[config.mk]
export PLATFORM = sky130hd
export DESIGN_NAME = low_precision_float_widen_unit_flat
export DESIGN_NICKNAME = d
export VERILOG_FILES = /design/src/lpfw_pkg.sv /design/src/lpfw_in_if.sv /design/src/lpfw_out_if.sv /design/src/lpfw_cfg_if.sv /design/src/low_precision_float_widen_unit.sv /design/src/lpfw_lzc.sv /design/src/flat_wrapper.sv
export SDC_FILE = /design/constraint.sdc
export NUM_CORES = 1
export LEC_CHECK = 0
export BUFFER_PORTS_ARGS = -buffer_cell sky130_fd_sc_hd__buf_4
export CAP_MARGIN = 20
export CELL_PAD_IN_SITES_DETAIL_PLACEMENT = 0
export CELL_PAD_IN_SITES_GLOBAL_PLACEMENT = 1
export CORE_AREA = 10 10 159 87
export CTS_CLUSTER_DIAMETER = 120
export CTS_CLUSTER_SIZE = 8
export DETAILED_ROUTE_END_ITERATION = 10
export DIE_AREA = 0 0 169 97
export PLACE_DENSITY = 0.94
export RECOVER_POWER = 50
export SLEW_MARGIN = 20
export SYNTH_ARGS = -nofsm -noshare
export SYNTH_HDL_FRONTEND = slang
export SYNTH_SLANG_ARGS = --single-unit
[constraint.sdc]
create_clock -name clk -period 7.4 [get_ports clk]
set_input_delay 0.37 -clock clk [delete_from_list [all_inputs] [get_ports clk]]
set_output_delay 0.37 -clock clk [all_outputs]
set_load 0.005 [all_outputs]
[src/lpfw_pkg.sv]
// Shared types and constants for the low-precision float widening unit.
// Has no dependencies; the widening unit and lpfw_lzc import it.
`default_nettype none

package lpfw_pkg;

  // Source element formats, as held in the format register.
  typedef enum logic [1:0] {
    FMT_SINGLE = 2'd0,
    FMT_HALF   = 2'd1,
    FMT_BF16   = 2'd2,
    FMT_UNSUP  = 2'd3
  } fmt_t;

  // Classes of a half-precision element.
  typedef enum logic [1:0] {
    CLS_ZERO,
    CLS_SUBNORMAL,
    CLS_SPECIAL,
    CLS_NORMAL
  } half_class_t;

  localparam int WORD_W     = 32;
  localparam int HALF_W     = 16;
  localparam int HALF_EXP_W = 5;
  localparam int FRAC_W     = 10;
  localparam int LZC_W      = 4;
  localparam int SGL_EXP_W  = 8;
  localparam int SGL_FRAC_W = 23;

  localparam logic [HALF_EXP_W-1:0] HALF_EXP_MAX  = 5'h1f;
  // Rebias from 15 to 127.
  localparam logic [SGL_EXP_W-1:0]  EXP_REBIAS    = 8'd112;
  localparam logic [SGL_EXP_W-1:0]  SGL_EXP_MAX   = 8'hff;

endpackage

`default_nettype wire

[src/lpfw_in_if.sv]
// Input channel interface: one tensor memory word plus halfword select.
// Depends on nothing.
`default_nettype none

interface lpfw_in_if;
  logic        valid;
  logic        ready;
  logic [31:0] memory_word;
  logic        half_select;

  modport source (output valid, output memory_word, output half_select, input ready);
  modport sink   (input valid, input memory_word, input half_select, output ready);
endinterface

`default_nettype wire

[src/lpfw_out_if.sv]
// Output channel interface: one single-precision bit pattern.
// Depends on nothing.
`default_nettype none

interface lpfw_out_if;
  logic        valid;
  logic        ready;
  logic [31:0] single_bits;

  modport source (output valid, output single_bits, input ready);
  modport sink   (input valid, input single_bits, output ready);
endinterface

`default_nettype wire

[src/lpfw_cfg_if.sv]
// Configuration write channel interface: carries the source format value.
// Depends on nothing.
`default_nettype none

interface lpfw_cfg_if;
  logic       valid;
  logic       ready;
  logic [1:0] source_format;

  modport source (output valid, output source_format, input ready);
  modport sink   (input valid, input source_format, output ready);
endinterface

`default_nettype wire

[src/low_precision_float_widen_unit.sv]
// Low-precision float widening unit: widens single, half or bfloat16 to single.
// Requests pass the stage 1, stage 2 and output registers; one request per cycle while the output is not stalled.
// Depends on lpfw_pkg, the three channel interfaces and lpfw_lzc.
// Reset (rst, synchronous, active high) empties the pipeline and sets the format to single.
// The pipeline stalls as a whole only when the output register holds a result not yet taken.
`default_nettype none

module low_precision_float_widen_unit (
  input  wire logic  clk,
  input  wire logic  rst,
  lpfw_cfg_if.sink   cfg,
  lpfw_in_if.sink    src,
  lpfw_out_if.source dst
);
  import lpfw_pkg::*;

  // Format register. Writes are always taken; the user must write it only while idle, as the block does not enforce it.
  fmt_t source_format;

  assign cfg.ready = 1'b1;

  always_ff @(posedge clk) begin
    if (rst) begin
      source_format <= FMT_SINGLE;
    end else if (cfg.valid) begin
      source_format <= fmt_t'(cfg.source_format);
    end
  end

  // The whole pipeline advances when the output stage is empty or being drained.
  // Bubbles in the middle stages simply travel along with their cleared valid bits.
  logic advance;
  assign advance   = !dst.valid || dst.ready;
  assign src.ready = advance;

  // Stage 1: capture the word, pick the halfword and latch the format.
  logic                v1;
  fmt_t                fmt1;
  logic [WORD_W-1:0]   word1;
  logic [HALF_W-1:0]   half1;

  always_ff @(posedge clk) begin
    if (rst) begin
      v1 <= 1'b0;
    end else if (advance) begin
      v1 <= src.valid;
    end
  end

  always_ff @(posedge clk) begin
    if (advance) begin
      fmt1  <= source_format;
      word1 <= src.memory_word;
      half1 <= src.half_select ? src.memory_word[WORD_W-1:HALF_W]
                               : src.memory_word[HALF_W-1:0];
    end
  end

  // Stage 2: classify the halfword and count leading zeros of its fraction.
  logic [HALF_EXP_W-1:0] expo1;
  logic [FRAC_W-1:0]     frac1;
  logic [LZC_W-1:0]      lz1;
  half_class_t           cls1;

  assign expo1 = half1[HALF_W-2:FRAC_W];
  assign frac1 = half1[FRAC_W-1:0];

  lpfw_lzc u_lzc (
    .frac  (frac1),
    .count (lz1)
  );

  always_comb begin
    if (expo1 == '0) begin
      cls1 = (frac1 == '0) ? CLS_ZERO : CLS_SUBNORMAL;
    end else if (expo1 == HALF_EXP_MAX) begin
      cls1 = CLS_SPECIAL;
    end else begin
      cls1 = CLS_NORMAL;
    end
  end

  logic              v2;
  fmt_t              fmt2;
  logic [WORD_W-1:0] word2;
  logic [HALF_W-1:0] half2;
  logic [LZC_W-1:0]  lz2;
  half_class_t       cls2;

  always_ff @(posedge clk) begin
    if (rst) begin
      v2 <= 1'b0;
    end else if (advance) begin
      v2 <= v1;
    end
  end

  always_ff @(posedge clk) begin
    if (advance) begin
      fmt2  <= fmt1;
      word2 <= word1;
      half2 <= half1;
      lz2   <= lz1;
      cls2  <= cls1;
    end
  end

  // Stage 3: normalize subnormals, rebias, and assemble the result.
  // A subnormal fraction shifts left by the zero count plus one, which drops the
  // hidden bit; its exponent is then 112 minus the zero count.
  logic                  sign2;
  logic [HALF_EXP_W-1:0] expo2;
  logic [FRAC_W-1:0]     frac2;
  logic [FRAC_W-1:0]     frac_sh;
  logic [FRAC_W-1:0]     sub_frac;
  logic [SGL_EXP_W-1:0]  sub_exp;
  logic [SGL_EXP_W-1:0]  norm_exp;
  logic [WORD_W-1:0]     half_result;
  logic [WORD_W-1:0]     result;

  assign sign2    = half2[HALF_W-1];
  assign expo2    = half2[HALF_W-2:FRAC_W];
  assign frac2    = half2[FRAC_W-1:0];
  assign frac_sh  = frac2 << lz2;
  assign sub_frac = {frac_sh[FRAC_W-2:0], 1'b0};
  assign sub_exp  = EXP_REBIAS - SGL_EXP_W'(lz2);
  assign norm_exp = SGL_EXP_W'(expo2) + EXP_REBIAS;

  always_comb begin
    unique case (cls2)
      CLS_ZERO:      half_result = {sign2, {(WORD_W-1){1'b0}}};
      CLS_SUBNORMAL: half_result = {sign2, sub_exp, sub_frac,
                                    {(SGL_FRAC_W-FRAC_W){1'b0}}};
      CLS_SPECIAL:   half_result = {sign2, SGL_EXP_MAX, frac2,
                                    {(SGL_FRAC_W-FRAC_W){1'b0}}};
      default:       half_result = {sign2, norm_exp, frac2,
                                    {(SGL_FRAC_W-FRAC_W){1'b0}}};
    endcase
  end

  always_comb begin
    unique case (fmt2)
      FMT_SINGLE: result = word2;
      FMT_HALF:   result = half_result;
      FMT_BF16:   result = {half2, {(WORD_W-HALF_W){1'b0}}};
      default:    result = '0;
    endcase
  end

  // Output register: holds a finished result until the sink takes it.
  always_ff @(posedge clk) begin
    if (rst) begin
      dst.valid <= 1'b0;
    end else if (advance) begin
      dst.valid <= v2;
    end
  end

  always_ff @(posedge clk) begin
    if (advance) begin
      dst.single_bits <= result;
    end
  end

endmodule

`default_nettype wire

[src/lpfw_lzc.sv]
// Leading-zero counter for the ten-bit half-precision fraction.
// Depends on lpfw_pkg.
`default_nettype none

module lpfw_lzc (
  input  wire logic [lpfw_pkg::FRAC_W-1:0] frac,
  output logic      [lpfw_pkg::LZC_W-1:0]  count
);
  import lpfw_pkg::*;

  // Scanning upward lets the highest set bit win. A zero input gives zero.
  always_comb begin
    count = '0;
    for (int i = 0; i < FRAC_W; i++) begin
      if (frac[i]) begin
        count = LZC_W'(FRAC_W - 1 - i);
      end
    end
  end

endmodule

`default_nettype wire
[src/flat_wrapper.sv]
// flat-port wrapper written by rule: the top's interface ports become plain ports
module low_precision_float_widen_unit_flat import lpfw_pkg::*;
  (clk, rst, cfg_valid, cfg_source_format, cfg_ready, src_valid, src_memory_word, src_half_select, src_ready, dst_valid, dst_single_bits, dst_ready);
  lpfw_cfg_if cfg_i ();
  lpfw_in_if src_i ();
  lpfw_out_if dst_i ();
  input  wire logic clk;
  input  wire logic rst;
  input wire logic [$bits(cfg_i.valid)-1:0] cfg_valid;
  input wire logic [$bits(cfg_i.source_format)-1:0] cfg_source_format;
  output wire logic [$bits(cfg_i.ready)-1:0] cfg_ready;
  input wire logic [$bits(src_i.valid)-1:0] src_valid;
  input wire logic [$bits(src_i.memory_word)-1:0] src_memory_word;
  input wire logic [$bits(src_i.half_select)-1:0] src_half_select;
  output wire logic [$bits(src_i.ready)-1:0] src_ready;
  output wire logic [$bits(dst_i.valid)-1:0] dst_valid;
  output wire logic [$bits(dst_i.single_bits)-1:0] dst_single_bits;
  input wire logic [$bits(dst_i.ready)-1:0] dst_ready;
  assign cfg_i.valid = cfg_valid;
  assign cfg_i.source_format = cfg_source_format;
  assign cfg_ready = cfg_i.ready;
  assign src_i.valid = src_valid;
  assign src_i.memory_word = src_memory_word;
  assign src_i.half_select = src_half_select;
  assign src_ready = src_i.ready;
  assign dst_valid = dst_i.valid;
  assign dst_single_bits = dst_i.single_bits;
  assign dst_i.ready = dst_ready;
  low_precision_float_widen_unit u_core (.clk(clk), .rst(rst), .cfg(cfg_i), .src(src_i), .dst(dst_i));
endmodule
# Yosys cells after proc, flatten, opt, wreduce, memory -nomap -nowiden
# Cells that the tools add are included.
[op_classes] n_addsub=2 n_eq_ne=5 shift=1 mux=15 reduce_logical=9
[op_table] cell="one-hot mux 32 bit (3 select lines)" n=1
[op_table] cell="one-hot mux 31 bit (3 select lines)" n=1
[op_table] cell="2-to-1 mux 16 bit" n=1
[op_table] cell="2-to-1 mux 3 bit" n=4
[op_table] cell="zero test 10 bit" n=1
[op_table] cell="<< shifter 10 x 4 -> 9 bit" n=1
[op_table] cell="adder 5 x 7 -> 8 bit (second input constant)" n=1
[op_table] cell="2-to-1 mux 4 bit" n=2
[op_table] cell="OR reduction 8 bit" n=1
[op_table] cell="subtractor 7 x 4 -> 8 bit (first input constant)" n=1
[op_table] cell="2-to-1 mux 2 bit" n=3
[op_table] cell="equality test 5 bit (second input constant)" n=1
[op_table] cell="zero test 5 bit" n=1
[op_table] cell="equality test 2 x 1 -> 1 bit (second input constant)" n=2
[op_table] cell="equality test 2 bit (second input constant)" n=2
[op_table] cell="zero test 2 bit" n=2
[op_table] cell="OR reduction 4 bit" n=1
[op_table] cell="2-to-1 mux 1 bit" n=3
[op_table] cell="OR reduction 2 bit" n=1
[op_table] cell="zero test 1 bit" n=1
[op_table] cell="logical OR 1 bit" n=1
[totals] reg_bits=143 word_cells=48

# Logic depth before layout (Yosys ltp)
# Gate-level depths: netlist (run 1).
[logic_depth] word_depth=9 mapped_depth=8

# Cells and area by module
# A second synthesis (run 1) with hierarchy kept.
[hier_totals] hier_cells=350 area_unflattened_um2=5657.9
[by_module_without_submodules] module="low_precision_float_widen_unit" instances=1 cells_per_inst=334 area_per_inst_um2=5562.8 seq_area_each_um2=4244.1
[by_module_without_submodules] module="lpfw_lzc" instances=1 cells_per_inst=16 area_per_inst_um2=95.1 seq_area_each_um2=0.0

# Worst setup path after synthesis (run 1)
# Ideal clock, no wire load.
[synth_path] kind="input -> register" start="input dst_ready" end="register u_core.v1" arrival_time_ns=4.281 t_required_ns=7.267 slack_ns=2.985 stages=3 path_buffers=0 path_cell_list="nand2b_1 mux2i_1 nor2_1"
[synth_via] elab_chain_cells=1
[synth_lines] item="from (decl)" line_no="flat_wrapper.sv:18" text="input wire logic [$bits(dst_i.ready)-1:0] dst_ready;"
[synth_lines] item="logical OR 1 bit" line_no="low_precision_float_widen_unit.sv:33" text="assign advance = !dst.valid || dst.ready;"
[synth_lines] item="to (signal assigned)" line_no="low_precision_float_widen_unit.sv:46" text="v1 <= src.valid;"
[synth_lines] item="to (decl)" line_no="low_precision_float_widen_unit.sv:37" text="logic v1;"
# Every way passes these cells.
# A chain may end at the register's enable or synchronous reset.

# Worst setup path after layout (run 1)
[layout_path] start="register u_core.dst.valid" end="register u_core.word2[3] (enable)"
[layout_via] elab_chain_cells=2
[layout_lines] item="from (decl)" line_no="lpfw_out_if.sv:10" text="modport source (output valid, output single_bits, input ready);"
[layout_lines] item="from (signal assigned)" line_no="low_precision_float_widen_unit.sv:155" text="dst.valid <= v2;"
[layout_lines] item="zero test 1 bit" line_no="low_precision_float_widen_unit.sv:33"
[layout_lines] item="logical OR 1 bit" line_no="low_precision_float_widen_unit.sv:33"
[layout_lines] item="to (signal assigned)" line_no="low_precision_float_widen_unit.sv:101" text="word2 <= word1;"
[layout_lines] item="to (decl)" line_no="low_precision_float_widen_unit.sv:85" text="logic [WORD_W-1:0] word2;"
# Every way passes these cells.

==> qor.yml, run 1 <==
status:
  outcome: "complete, but fails checks"
  violations: "max-capacitance violations, max-slew violations"
setup_path:
  critPathRequiredTime_ns: 7.44
  path_delay_family: "simple AND/OR/NAND/NOR gates"
  r2r_slack_ns: 3.50
  crit_chain: "nand2b_1 -> buf_4"
  crit_buf_inv: 1
  cpMaxStageDelayCell: "nand2b_1"
  r2r_cells: 2
  crit_arrival_ns: 3.94
  r2r_start: "u_core.dst.valid"
  max_stage_delay_ns: 2.16
  worstSetupEndpointType: "register"
  critPathLaunchType: "register"
  criticalPathCategory: "reg -> reg"
  reg2reg_to: "u_core.word2[3]"
  critPathMaxFanout: 72
  cp_num_cells: 2
power_and_ir_drop:
  finalPower_w: 0.00204
  power_density_nw_per_um2: 300
  p_comb_share_pct: 7.7
  power.share.sequential_pct: 50.4
  p_switching_w: 0.000482
  p_sw_share_pct: 23.6
  clockPowerShare_pct: 42.0
  leakage_nw: 2.56
  internal-power_w: 0.00156
  ir_drop_mv: 0.222
yosys:
  synth_edf_count: 138
  synth_nets: 389
  synth-async-reset-ratio_pct: 0
  ys.flop_type: "edfxtp_1"
  yosysTopAreaCell: "edfxtp_1"
  synth_cells: 345
  yosys_warnings: 0
  synth_area_per_cell_um2: 16.4
  syn_area_um2: 5670
  synth-seq-cells: 143
  synth_most_common_cell: "edfxtp_1"
  synth_top_family_by_area: "multiplexers"
  yosysSeqAreaShare_pct: 74.8
  synth-xor-area-share_pct: 0.309
  synthAdderAreaFrac_pct: 0.882
  yosysTopAreaCellShare_pct: 73.0
  netlist_top_cells_count: "edfxtp_1, mux2_2, nand2_1, nor2_1"
  synthTopCellsByArea: "edfxtp_1, mux2_2, mux2i_1"
  yosys.area_share.simple_pct: 7.81
  synth_compound_area_share_pct: 5.76
  synth.distinct_cells: 51
  synth_mux_area_share_pct: 8.12
global_route:
  grt_max_degree: 73
  grt-ovfl-total: 0
  antenna_found_initial: 0
  grtUsageTotal_pct: 14.5
  grt_pass1_wl_mm: 18.3
  grt_pass1_vias: 3242
cts:
  cts_made_buffers: 17
  ctsResizeCount: 0
  clkSlewWorstSetupHoldPaths_ns: 0.06
  hold_buffers: 0
  h-tree-depth: 4
  cts_setup_buffers: 0
  clk_latency_ns: 0.42
  cts_tree: "done"
  cts-root-buf: "clkbuf_16"
  clk_path_buf_depth: 2
  cts.sinks: 143
hold_path:
  min_to: "u_core.v1"
  hp-start: "rst"
  hold_depth: 2
  hold_path.class: "in -> reg"
placed_design:
  io_buffers: 73
  place_congestion: 0.903
  dp_hpwl_mm: 7.77
final_layout:
  drive_gt1_share_pct: 24.8
  finalNetCount: 466
  fill_cells: 777
  diodes: 0
  area_growth_pct: 20.1
floorplan:
  die_h_um: 97
  core_um2: 10900
  rows: 27
  dieArea_um2: 16400
  die_w_um: 169
  start_util_pct: 52.0
  io-pin-count: 75
timing:
  setup_viol: 0
  rsz0062_at_grt: "false"
  hold_viol_final: 0
  finalClockSkew_ns: 0.00770
  fin_worst_hold_slack_ns: 0.141
  period_share_pct: 52.7
  finalCriticalPeriod_ns: 3.90
  drv_slew: 73
  maxSlewHeadroom_pct: -116
  setup_tns_ns: 0
  worst_pin_slew_ns: 3.24
  fmax_ghz: 0.257
run:
  cap_violations: 1
route:
  drt-total-wl_mm: 12.0
  vias: 3306
  drtIter0Drc: 388
  wire_per_inst_um: 20.6
  viasPerCell: 5.70
  drtPass1Iterations: 6
  ant_nets: 0
  drcViolationCount: 0
-- state kept, by name (all words and copies together), names as in the netlist, 4 cells and up --
register	flops
u_core.dst.single_bits	32
u_core.half1	16
u_core.half2	16
u_core.lz2	4
u_core.word1	32
u_core.word2	32
-- power groups by stage --
stage | Clock, W | Combinational (W) | Sequential (W)
floorplan | 0 | 0.0000977 | 0.00102
global placement | 0 | 0.000168 | 0.00104
detailed placement | 0 | 0.000171 | 0.00104
CTS | 0.000870 | 0.000174 | 0.00103
global route | 0.000904 | 0.000174 | 0.00104
finish | 0.000857 | 0.000157 | 0.00103
-- layer usage --
layer | wire, um | share of wire (%) | GRT usage [%] | up-vias
met4 | 283 | 2.4 | 6.82 | 0
li1 | - | - | - | 1495
met2 | 5340 | 45 | 20.4 | 180
met5 | 0 | 0 | 0 | -
met3 | 1230 | 10 | 6.45 | 27
met1 | 5100 | 43 | 18.6 | 1604
-- cell families (layout without fill, tap and decap cells) --
family | Yosys count | count (layout)
AO/OA/AOI/OAI | 49 | 49
XOR/XNOR | 2 | 2
adder cells (fa/ha/maj) | 4 | 4
buffers and inverters | 26 | 116
flip-flops | 143 | 143
multiplexers | 38 | 38
other | 1 | 1
AND/OR/NAND/NOR | 82 | 82
-- through the flow --
stage          instance area [um2]  worst slack [ns]  utilization (%)  instances
2_1_floorplan                 5670              2.99                -        345
3_3_place_gp                  6330              5.04             58.0        548
3_5_place_dp                  6330              4.99             58.0        548
4_1_cts                       6930              5.12             63.5        580
5_1_grt                       6810              3.12             62.4        580
6_report                      6810              3.50             62.4        580
-- worst max path at each step --
stage | slack [ns] | to | start
final | 3.50 | u_core.word2[3] | u_core.dst.valid
after global routing | 3.12 | u_core.dst.single_bits[4] | u_core.dst.valid
after CTS | 5.12 | u_core.dst.single_bits[3] | u_core.dst.valid
after detailed placement | 4.99 | u_core.dst.single_bits[4] | dst_ready
after global placement | 5.04 | u_core.dst.single_bits[4] | dst_ready
after floorplan | 2.99 | u_core.v1 | dst_ready
-- cells in the final DEF (no fill, tap or decap), types with 7 or more instances in the layout --
cell type  count
nor2_1        13
buf_4          8
nor2b_1        7
inv_1          8
mux2_2        18
edfxtp_1     138
nand2_1       17
and2_1        13
a21oi_1        8
clkbuf_4      37
o21ai_0       12
clkbuf_16     17
clkbuf_1      28
mux2i_1       13
-- area by class of cell --
class / count / area [um2] / area share, %
Sequential cell: 143 / 4240 / 62.3
Multi-Input combinational cell: 176 / 1300 / 19.1
Timing Repair Buffer: 74 / 447 / 6.56
Clock buffer: 17 / 425 / 6.24
Tap cell: 145 / 181 / 2.66
Clock inverter: 15 / 174 / 2.55
Inverter: 10 / 37.5 / 0.551
Note: power is estimated with default switching activity, not from simulation.
==> run 2, diff against run 1 <==
--- a/config.mk
+++ b/config.mk
@@ -5,16 +5,17 @@
 export SDC_FILE = /design/constraint.sdc
 export NUM_CORES = 1
 export LEC_CHECK = 0
+export ABC_AREA = 1
 export BUFFER_PORTS_ARGS = -buffer_cell sky130_fd_sc_hd__buf_4
 export CAP_MARGIN = 20
 export CELL_PAD_IN_SITES_DETAIL_PLACEMENT = 0
 export CELL_PAD_IN_SITES_GLOBAL_PLACEMENT = 1
-export CORE_AREA = 10 10 159 87
+export CORE_AREA = 10 10 176 96
 export CTS_CLUSTER_DIAMETER = 120
 export CTS_CLUSTER_SIZE = 8
 export DETAILED_ROUTE_END_ITERATION = 10
-export DIE_AREA = 0 0 169 97
-export PLACE_DENSITY = 0.94
+export DIE_AREA = 0 0 186 106
+export PLACE_DENSITY = 0.84
 export RECOVER_POWER = 50
 export SLEW_MARGIN = 20
 export SYNTH_ARGS = -nofsm -noshare
==> constraint.sdc (replaced) <==
create_clock -name clk -period 3.56 [get_ports clk]
set_input_delay 0.178 -clock clk [delete_from_list [all_inputs] [get_ports clk]]
set_output_delay 0.178 -clock clk [all_outputs]
set_load 0.005 [all_outputs]
==> run 2 against run 1 <==
Non-clock buffer count is 34 higher. Wire length increased by 12%. The run now ends clean. Power up 110%.
==> qor.yml, run 2 <==
status:
  outcome: "completed"  # was complete, but fails checks
floorplan:
  dieArea_um2: 19700  # was 16400 um2
  core_um2: 14000  # was 10900 um2
  die_h_um: 106  # was 97 um
  start_util_pct: 40.5  # was 52.0%
  rows: 31  # was 27
  io-pin-count: 75  # unchanged
  die_w_um: 186  # was 169 um
timing:
  setup_viol: 0  # unchanged
  rsz0062_at_grt: "false"  # unchanged
  period_share_pct: 59.7
  worst_pin_slew_ns: 0.770  # was 3.24 ns
  maxSlewHeadroom_pct: 48.6  # was -116%
  setup_tns_ns: 0  # unchanged
  finalClockSkew_ns: 0.0174  # was 0.00770 ns
  fin_worst_hold_slack_ns: 0.0282  # was 0.141 ns
  hold_viol_final: 0  # unchanged
  drv_slew: 0  # was 73
  finalCriticalPeriod_ns: 2.13
  fmax_ghz: 0.470
yosys:
  synth-async-reset-ratio_pct: 0  # unchanged
  synth_nets: 469  # was 389
  synth_cells: 425  # was 345
  synth_most_common_cell: "edfxtp_1"  # unchanged
  yosysTopAreaCellShare_pct: 73.3  # was 73.0%
  synth-seq-cells: 143  # unchanged
  synth_area_per_cell_um2: 13.3  # was 16.4 um2
  synth_edf_count: 138  # unchanged
  yosys_warnings: 0  # unchanged
  ys.flop_type: "edfxtp_1"  # unchanged
  yosysSeqAreaShare_pct: 75.0  # was 74.8%
  syn_area_um2: 5660  # was 5670 um2
  synthTopCellsByArea: "edfxtp_1, nand2_1, mux2_2"  # was edfxtp_1, mux2_2, mux2i_1
  synth.distinct_cells: 33  # was 51
  yosysTopAreaCell: "edfxtp_1"  # unchanged
  netlist_top_cells_count: "edfxtp_1, nand2_1, inv_1, nor2_1, nand3_1"  # was edfxtp_1, mux2_2, nand2_1, nor2_1
power_and_ir_drop:
  leakage_nw: 2.93  # was 2.56 nW
  clockPowerShare_pct: 42.0  # about the same
  p_sw_share_pct: 24.8  # was 23.6%
  p_switching_w: 0.00107  # was 0.000482 W
  power.share.sequential_pct: 49.0  # was 50.4%
  power_density_nw_per_um2: 596  # was 300 nW/um2
  internal-power_w: 0.00325  # was 0.00156 W
  ir_drop_mv: 0.391  # was 0.222 mV
  p_comb_share_pct: 9.1  # was 7.7%
global_route:
  grtUsageTotal_pct: 14.0  # was 14.5%
  grt-ovfl-total: 0  # unchanged
  grt_max_degree: 142  # was 73
  antenna_found_initial: 0  # unchanged
  grt_pass1_wl_mm: 20.7  # was 18.3 mm
  grt_pass1_vias: 3672  # was 3242
cts:
  cts_setup_buffers: 0  # unchanged
  cts_made_buffers: 17  # unchanged
  clk_latency_ns: 0.43  # was 0.42 ns
  cts.sinks: 143  # unchanged
  cts-root-buf: "clkbuf_16"  # unchanged
  clkSlewWorstSetupHoldPaths_ns: 0.06  # about the same
  h-tree-depth: 4  # unchanged
  cts_tree: "done"  # unchanged
  clk_path_buf_depth: 2  # unchanged
setup_path:
  worstSetupEndpointType: "output port"  # was register
  crit_arrival_ns: 1.95  # was 3.94 ns
  critPathMaxFanout: 141  # was 72
  max_stage_delay_ns: 0.33  # was 2.16 ns
  criticalPathCategory: "reg -> out"  # was reg -> reg
  critPathLaunchType: "register"  # unchanged
  crit_chain: "inv_1 -> nor2_1 -> clkinvlp_4 -> buf_12 -> buf_4"  # was nand2b_1 -> buf_4
  critPathRequiredTime_ns: 3.38  # was 7.44 ns
  path_delay_family: "buffers and inverters"  # was simple AND/OR/NAND/NOR gates
  cpMaxStageDelayCell: "dfxtp_1"  # was nand2b_1
  crit_buf_inv: 4  # was 1
final_layout:
  diodes: 0  # unchanged
  stdcell_count: 739  # was 580
  drive_gt1_share_pct: 19.9  # was 24.8%
  mostFrequentLayoutCells: "edfxtp_1, nand2_1, clkbuf_4"  # was edfxtp_1, clkbuf_4, clkbuf_1
  finalNetCount: 589  # was 466
  area_growth_pct: 28.0  # was 20.1%
  reg_top3: "u_core.dst.single_bits x32, u_core.word1 x32, u_core.word2 x32"  # unchanged
  final_common_cell: "edfxtp_1"  # unchanged
route:
  drt-total-wl_mm: 13.3  # was 12.0 mm
  drcViolationCount: 0  # unchanged
  wire_per_inst_um: 18.1  # was 20.6 um
  viasPerCell: 4.89  # was 5.70
  drtIter0Drc: 428  # was 388
  vias: 3613  # was 3306
  drtPass1Iterations: 5  # was 6
  ant_nets: 0  # unchanged
placed_design:
  dp_hpwl_mm: 9.14  # was 7.77 mm
  place_congestion: 0.924  # was 0.903
  place_inst: 673  # was 548
  io_buffers: 73  # unchanged
run:
  cap_violations: 0  # was 1
hold_path:
  hold_path.class: "in -> reg"  # unchanged
## run 2: cell types whose count changed after synthesis, sizes merged, moves of 13 or more
cell / delta
a21oi: +14
and2: -13
inv: +32
mux2i: -13
nand2: +83
nand3: +21
nor2: +18
## run 2: cell families after synthesis
kind of cell | Yosys count | synth area share [%]
other cells | 1 | 0.0663
compound gates | 46 | 4.78
flops | 143 | 75.0
fa+ha+maj | 4 | 0.885
buf+inv | 50 | 3.78
mux | 16 | 3.19
simple gates | 165 | 12.3
## run 2: layer usage
metal  vias to the layer above  wire (um)  GRT usage, %
li1                       1733          -             -
met1                      1686       6960          21.6
met2                       190       4950          16.4
met3                         4       1390          6.76
met4                         0         55          3.55
met5                         -          0             0
## run 2: stage by stage
stage               total power, W  setup slack [ns]  area [um2]  utilization (%)
floorplan                  0.00231             0.389        5660                -
global placement           0.00254              1.80        6400             45.9
detailed placement         0.00254              1.79        6400             45.9
CTS                        0.00438              1.46        7340             52.6
global route               0.00448              1.28        7240             51.8
finish                     0.00432              1.43        7240             51.8
## run 2: final timing paths
path                                       start                         end  slack, ns  cells after the start
worst max-delay path            u_core.dst.valid                   src_ready       1.43                      5
worst min register to register  u_core.word1[29]            u_core.word2[29]       0.42                      0
worst min-delay path                   src_valid                   u_core.v1       0.03                      3
worst max register to register    u_core.fmt2[1]  u_core.dst.single_bits[16]       1.45                      7
## run 2: layout make-up
type | count | area [um2]
fill | 1206 | 6730
multi-input combinational | 232 | 1190
clock buffer | 17 | 425
timing repair buffer | 108 | 807
inverter | 43 | 168
sequential | 143 | 4240
clock inverter | 15 | 173
tap | 181 | 226
## run 2: what timing repair did
action,in CTS,in global routing
gates resized for setup,0,0
hold endpoints to repair,37,0
hold buffers,34,0
## run 2: power by group through the flow
stage | Combinational, W | Clock, W | Sequential (W)
after floorplan | 0.000192 | 0 | 0.00212
after global placement | 0.000392 | 0 | 0.00215
after detailed placement | 0.000392 | 0 | 0.00215
after CTS | 0.000425 | 0.00184 | 0.00211
after global routing | 0.000438 | 0.00192 | 0.00213
final | 0.000392 | 0.00181 | 0.00211
## run 2: worst register-to-register path, stage by stage, from the launching register on
cell      delay, ns
edfxtp_1       0.45
clkinv_1       0.09
nand2_1        0.49
inv_2          0.33
nand2_1        0.13
o21ai_0        0.08
a21oi_1        0.18
a21oi_1        0.10
==> run 3, diff against run 2 <==
--- a/config.mk
+++ b/config.mk
@@ -10,12 +10,12 @@
 export CAP_MARGIN = 20
 export CELL_PAD_IN_SITES_DETAIL_PLACEMENT = 0
 export CELL_PAD_IN_SITES_GLOBAL_PLACEMENT = 1
-export CORE_AREA = 10 10 176 96
+export CORE_AREA = 10 10 167 91
 export CTS_CLUSTER_DIAMETER = 120
 export CTS_CLUSTER_SIZE = 8
 export DETAILED_ROUTE_END_ITERATION = 10
-export DIE_AREA = 0 0 186 106
-export PLACE_DENSITY = 0.84
+export DIE_AREA = 0 0 177 101
+export PLACE_DENSITY = 0.88
 export RECOVER_POWER = 50
 export SLEW_MARGIN = 20
 export SYNTH_ARGS = -nofsm -noshare
==> constraint.sdc (replaced) <==
create_clock -name clk -period 2 [get_ports clk]
set_input_delay 0.1 -clock clk [delete_from_list [all_inputs] [get_ports clk]]
set_output_delay 0.1 -clock clk [all_outputs]
set_load 0.005 [all_outputs]
==> run 3 against run 2 <==
Clock-buffer cell count did not move. Power rose by 76%. Highest routed layer unchanged. Cell count rose by 1.1%. Critical path depth rose by 2. Final area rose by 2.0%. Die area fell by 9.3%. First-iteration DRC count fell by 29%. Hold slack improved by 0.21 ns.
==> qor.yml, run 3 (synthesis results as in run 2) <==
setup_path:
  criticalPathCategory: "reg -> reg"  # was reg -> out
  critPathMaxFanout: 7  # was 141
  crit_arrival_ns: 2.11  # was 1.95 ns
  worstSetupEndpointType: "register"  # was output port
  critPathLaunchType: "register"  # unchanged
  r2r_slack_ns: 0.19  # was 1.45 ns
  critPathRequiredTime_ns: 2.30  # was 3.38 ns
final_layout:
  stdcell_count: 747  # was 739
  finalNetCount: 608  # was 589
  final_common_cell: "edfxtp_1"  # unchanged
  mostFrequentLayoutCells: "edfxtp_1, nand2_1, dlygate4sd3_1"  # was edfxtp_1, nand2_1, clkbuf_4
  drive_gt1_share_pct: 21.3  # was 19.9%
  reg_top3: "u_core.dst.single_bits x32, u_core.word1 x32, u_core.word2 x32"  # unchanged
  area_growth_pct: 30.6  # was 28.0%
  diodes: 0  # unchanged
  fill_cells: 988  # was 1206
  fin_area_um2: 7380  # was 7240 um2
cts:
  cts_made_buffers: 17  # unchanged
  clk_latency_ns: 0.42  # was 0.43 ns
  h-tree-depth: 4  # unchanged
  cts-root-buf: "clkbuf_16"  # unchanged
  clkSlewWorstSetupHoldPaths_ns: 0.07  # was 0.06 ns
  cts_tree: "done"  # unchanged
  cts.sinks: 143  # unchanged
  clk_path_buf_depth: 2  # unchanged
  ctsResizeCount: 0  # unchanged
global_route:
  antenna_found_initial: 0  # unchanged
  grtUsageTotal_pct: 15.5  # was 14.0%
  grt_pass1_wl_mm: 21.1  # was 20.7 mm
  grt_pass1_vias: 3717  # was 3672
  grt-ovfl-total: 0  # unchanged
  grt_max_degree: 47  # was 142
route:
  routed.top_layer: "met4"  # unchanged
  ant_nets: 0  # unchanged
  drtIter0Drc: 305  # was 428
  wl_met1_mm: 7.22  # was 6.96 mm
  drtPass1Iterations: 7  # was 5
  wire_per_inst_um: 18.2  # was 18.1 um
  drt-total-wl_mm: 13.6  # was 13.3 mm
  viasPerCell: 4.96  # was 4.89
  met3_length_um: 998  # was 1.39 mm
  drcViolationCount: 0  # unchanged
  vias: 3706  # was 3613
  wl_met2_mm: 5.24  # was 4.95 mm
power_and_ir_drop:
  finalPower_w: 0.00762  # was 0.00432 W
  p_sw_share_pct: 25.1  # was 24.8%
  power_density_nw_per_um2: 1030  # was 596 nW/um2
  p_comb_share_pct: 9.6  # was 9.1%
  power.share.sequential_pct: 49.2  # was 49.0%
  clockPowerShare_pct: 41.2  # was 42.0%
  internal-power_w: 0.00570  # was 0.00325 W
  ir_drop_mv: 0.597  # was 0.391 mV
  leakage_nw: 3.00  # was 2.93 nW
  p_switching_w: 0.00192  # was 0.00107 W
placed_design:
  dp_hpwl_mm: 9.56  # was 9.14 mm
  place_inst: 669  # was 673
  place_ws_ns: 0.280  # was 1.79 ns
  io_buffers: 73  # unchanged
  post_dp_cell_area_um2: 6460  # was 6400 um2
  place_congestion: 0.856  # was 0.924
floorplan:
  die_w_um: 177  # was 186 um
  io-pin-count: 75  # unchanged
  core_um2: 12400  # was 14000 um2
  start_util_pct: 45.7  # was 40.5%
  dieArea_um2: 17900  # was 19700 um2
  rows: 29  # was 31
  die_h_um: 101  # was 106 um
timing:
  fmax_ghz: 0.552
  setup_tns_ns: 0  # unchanged
  period_share_pct: 90.6
  finalCriticalPeriod_ns: 1.81
  rsz0062_at_grt: "false"  # unchanged
  setup_viol: 0  # unchanged
  hold_viol_final: 0  # unchanged
  drv_slew: 0  # unchanged
  fin_ws_ns: 0.189  # was 1.43 ns
  maxSlewHeadroom_pct: 40.7  # was 48.6%
  finalClockSkew_ns: 0.0109  # was 0.0174 ns
  worst_pin_slew_ns: 0.890  # was 0.770 ns
run:
  cap_violations: 0  # unchanged
hold_path:
  hold_path.class: "in -> reg"  # unchanged
status:
  outcome: "completed"  # unchanged
==> run 3: changes by cell type in the layout (fill, tap and decap cells not counted), moves of 2 or more <==
| cell | delta |
|---|---|
| buf_12 | +2 |
| buf_4 | +7 |
| clkbuf_1 | +7 |
| clkbuf_4 | -2 |
| clkinv_4 | -2 |
| dlygate4sd3_1 | +6 |
| inv_8 | +2 |
| mux2_1 | -3 |
| mux2_2 | +3 |
==> run 3: final cells by class <==
| type | count | area (um2) | area share [%] |
|---|---|---|---|
| inverters | 43 | 165 | 2.24 |
| repair buffers | 127 | 967 | 13.1 |
| multi-input cells | 232 | 1200 | 16.3 |
| well taps | 170 | 213 | 2.88 |
| clock buffers | 17 | 425 | 5.76 |
| flip-flops and latches | 143 | 4240 | 57.5 |
| clock inverters | 15 | 168 | 2.27 |
==> run 3: what timing repair did <==
action,CTS,global route
setup buffers,0,6
hold buffers,40,0
endpoints found under the setup margin,0,2
hold endpoints to repair,49,0
==> run 3: path summary, 6_finish.rpt <==
check                         from          endpoint  cells past startpoint
setup / recovery  u_core.dst.valid         u_core.v1                      7
hold / removal     src_half_select   u_core.half1[9]                      2
setup reg to reg  u_core.dst.valid         u_core.v1                      7
hold reg to reg   u_core.word1[17]  u_core.word2[17]                      0
==> run 3: worst max-delay path, cell delays in order, from the launching register on <==
cell           delay [ns]
dfxtp_1              0.34
inv_1                0.07
nor2_4               0.14
clkinvlp_2           0.18
clkbuf_1             0.24
nand2_1              0.12
a21oi_1              0.07
dlygate4sd3_1        0.55
==> run 3: metrics by stage <==
stage | utilization [%] | hold WS, ns
floorplan | - | 0.165
global placement | 52.2 | 0.288
detailed placement | 52.2 | 0.287
CTS | 60.3 | 0.225
global route | 59.7 | 0.231
finish | 59.7 | 0.238
==> run 3: power groups by stage <==
stage	sequential (W)	combinational, W	clock (W)
after floorplan	0.00377	0.000343	0
after global placement	0.00381	0.000713	0
after detailed placement	0.00381	0.000717	0
after CTS	0.00375	0.000784	0.00319
after global routing	0.00377	0.000814	0.00332
final	0.00375	0.000731	0.00314
==> run 3: per-layer routing <==
metal	global-route usage (%)	up-vias
met3	5.12	12
li1	-	1772
met1	23.7	1800
met4	4.62	0
met5	0	-
met2	19.9	122
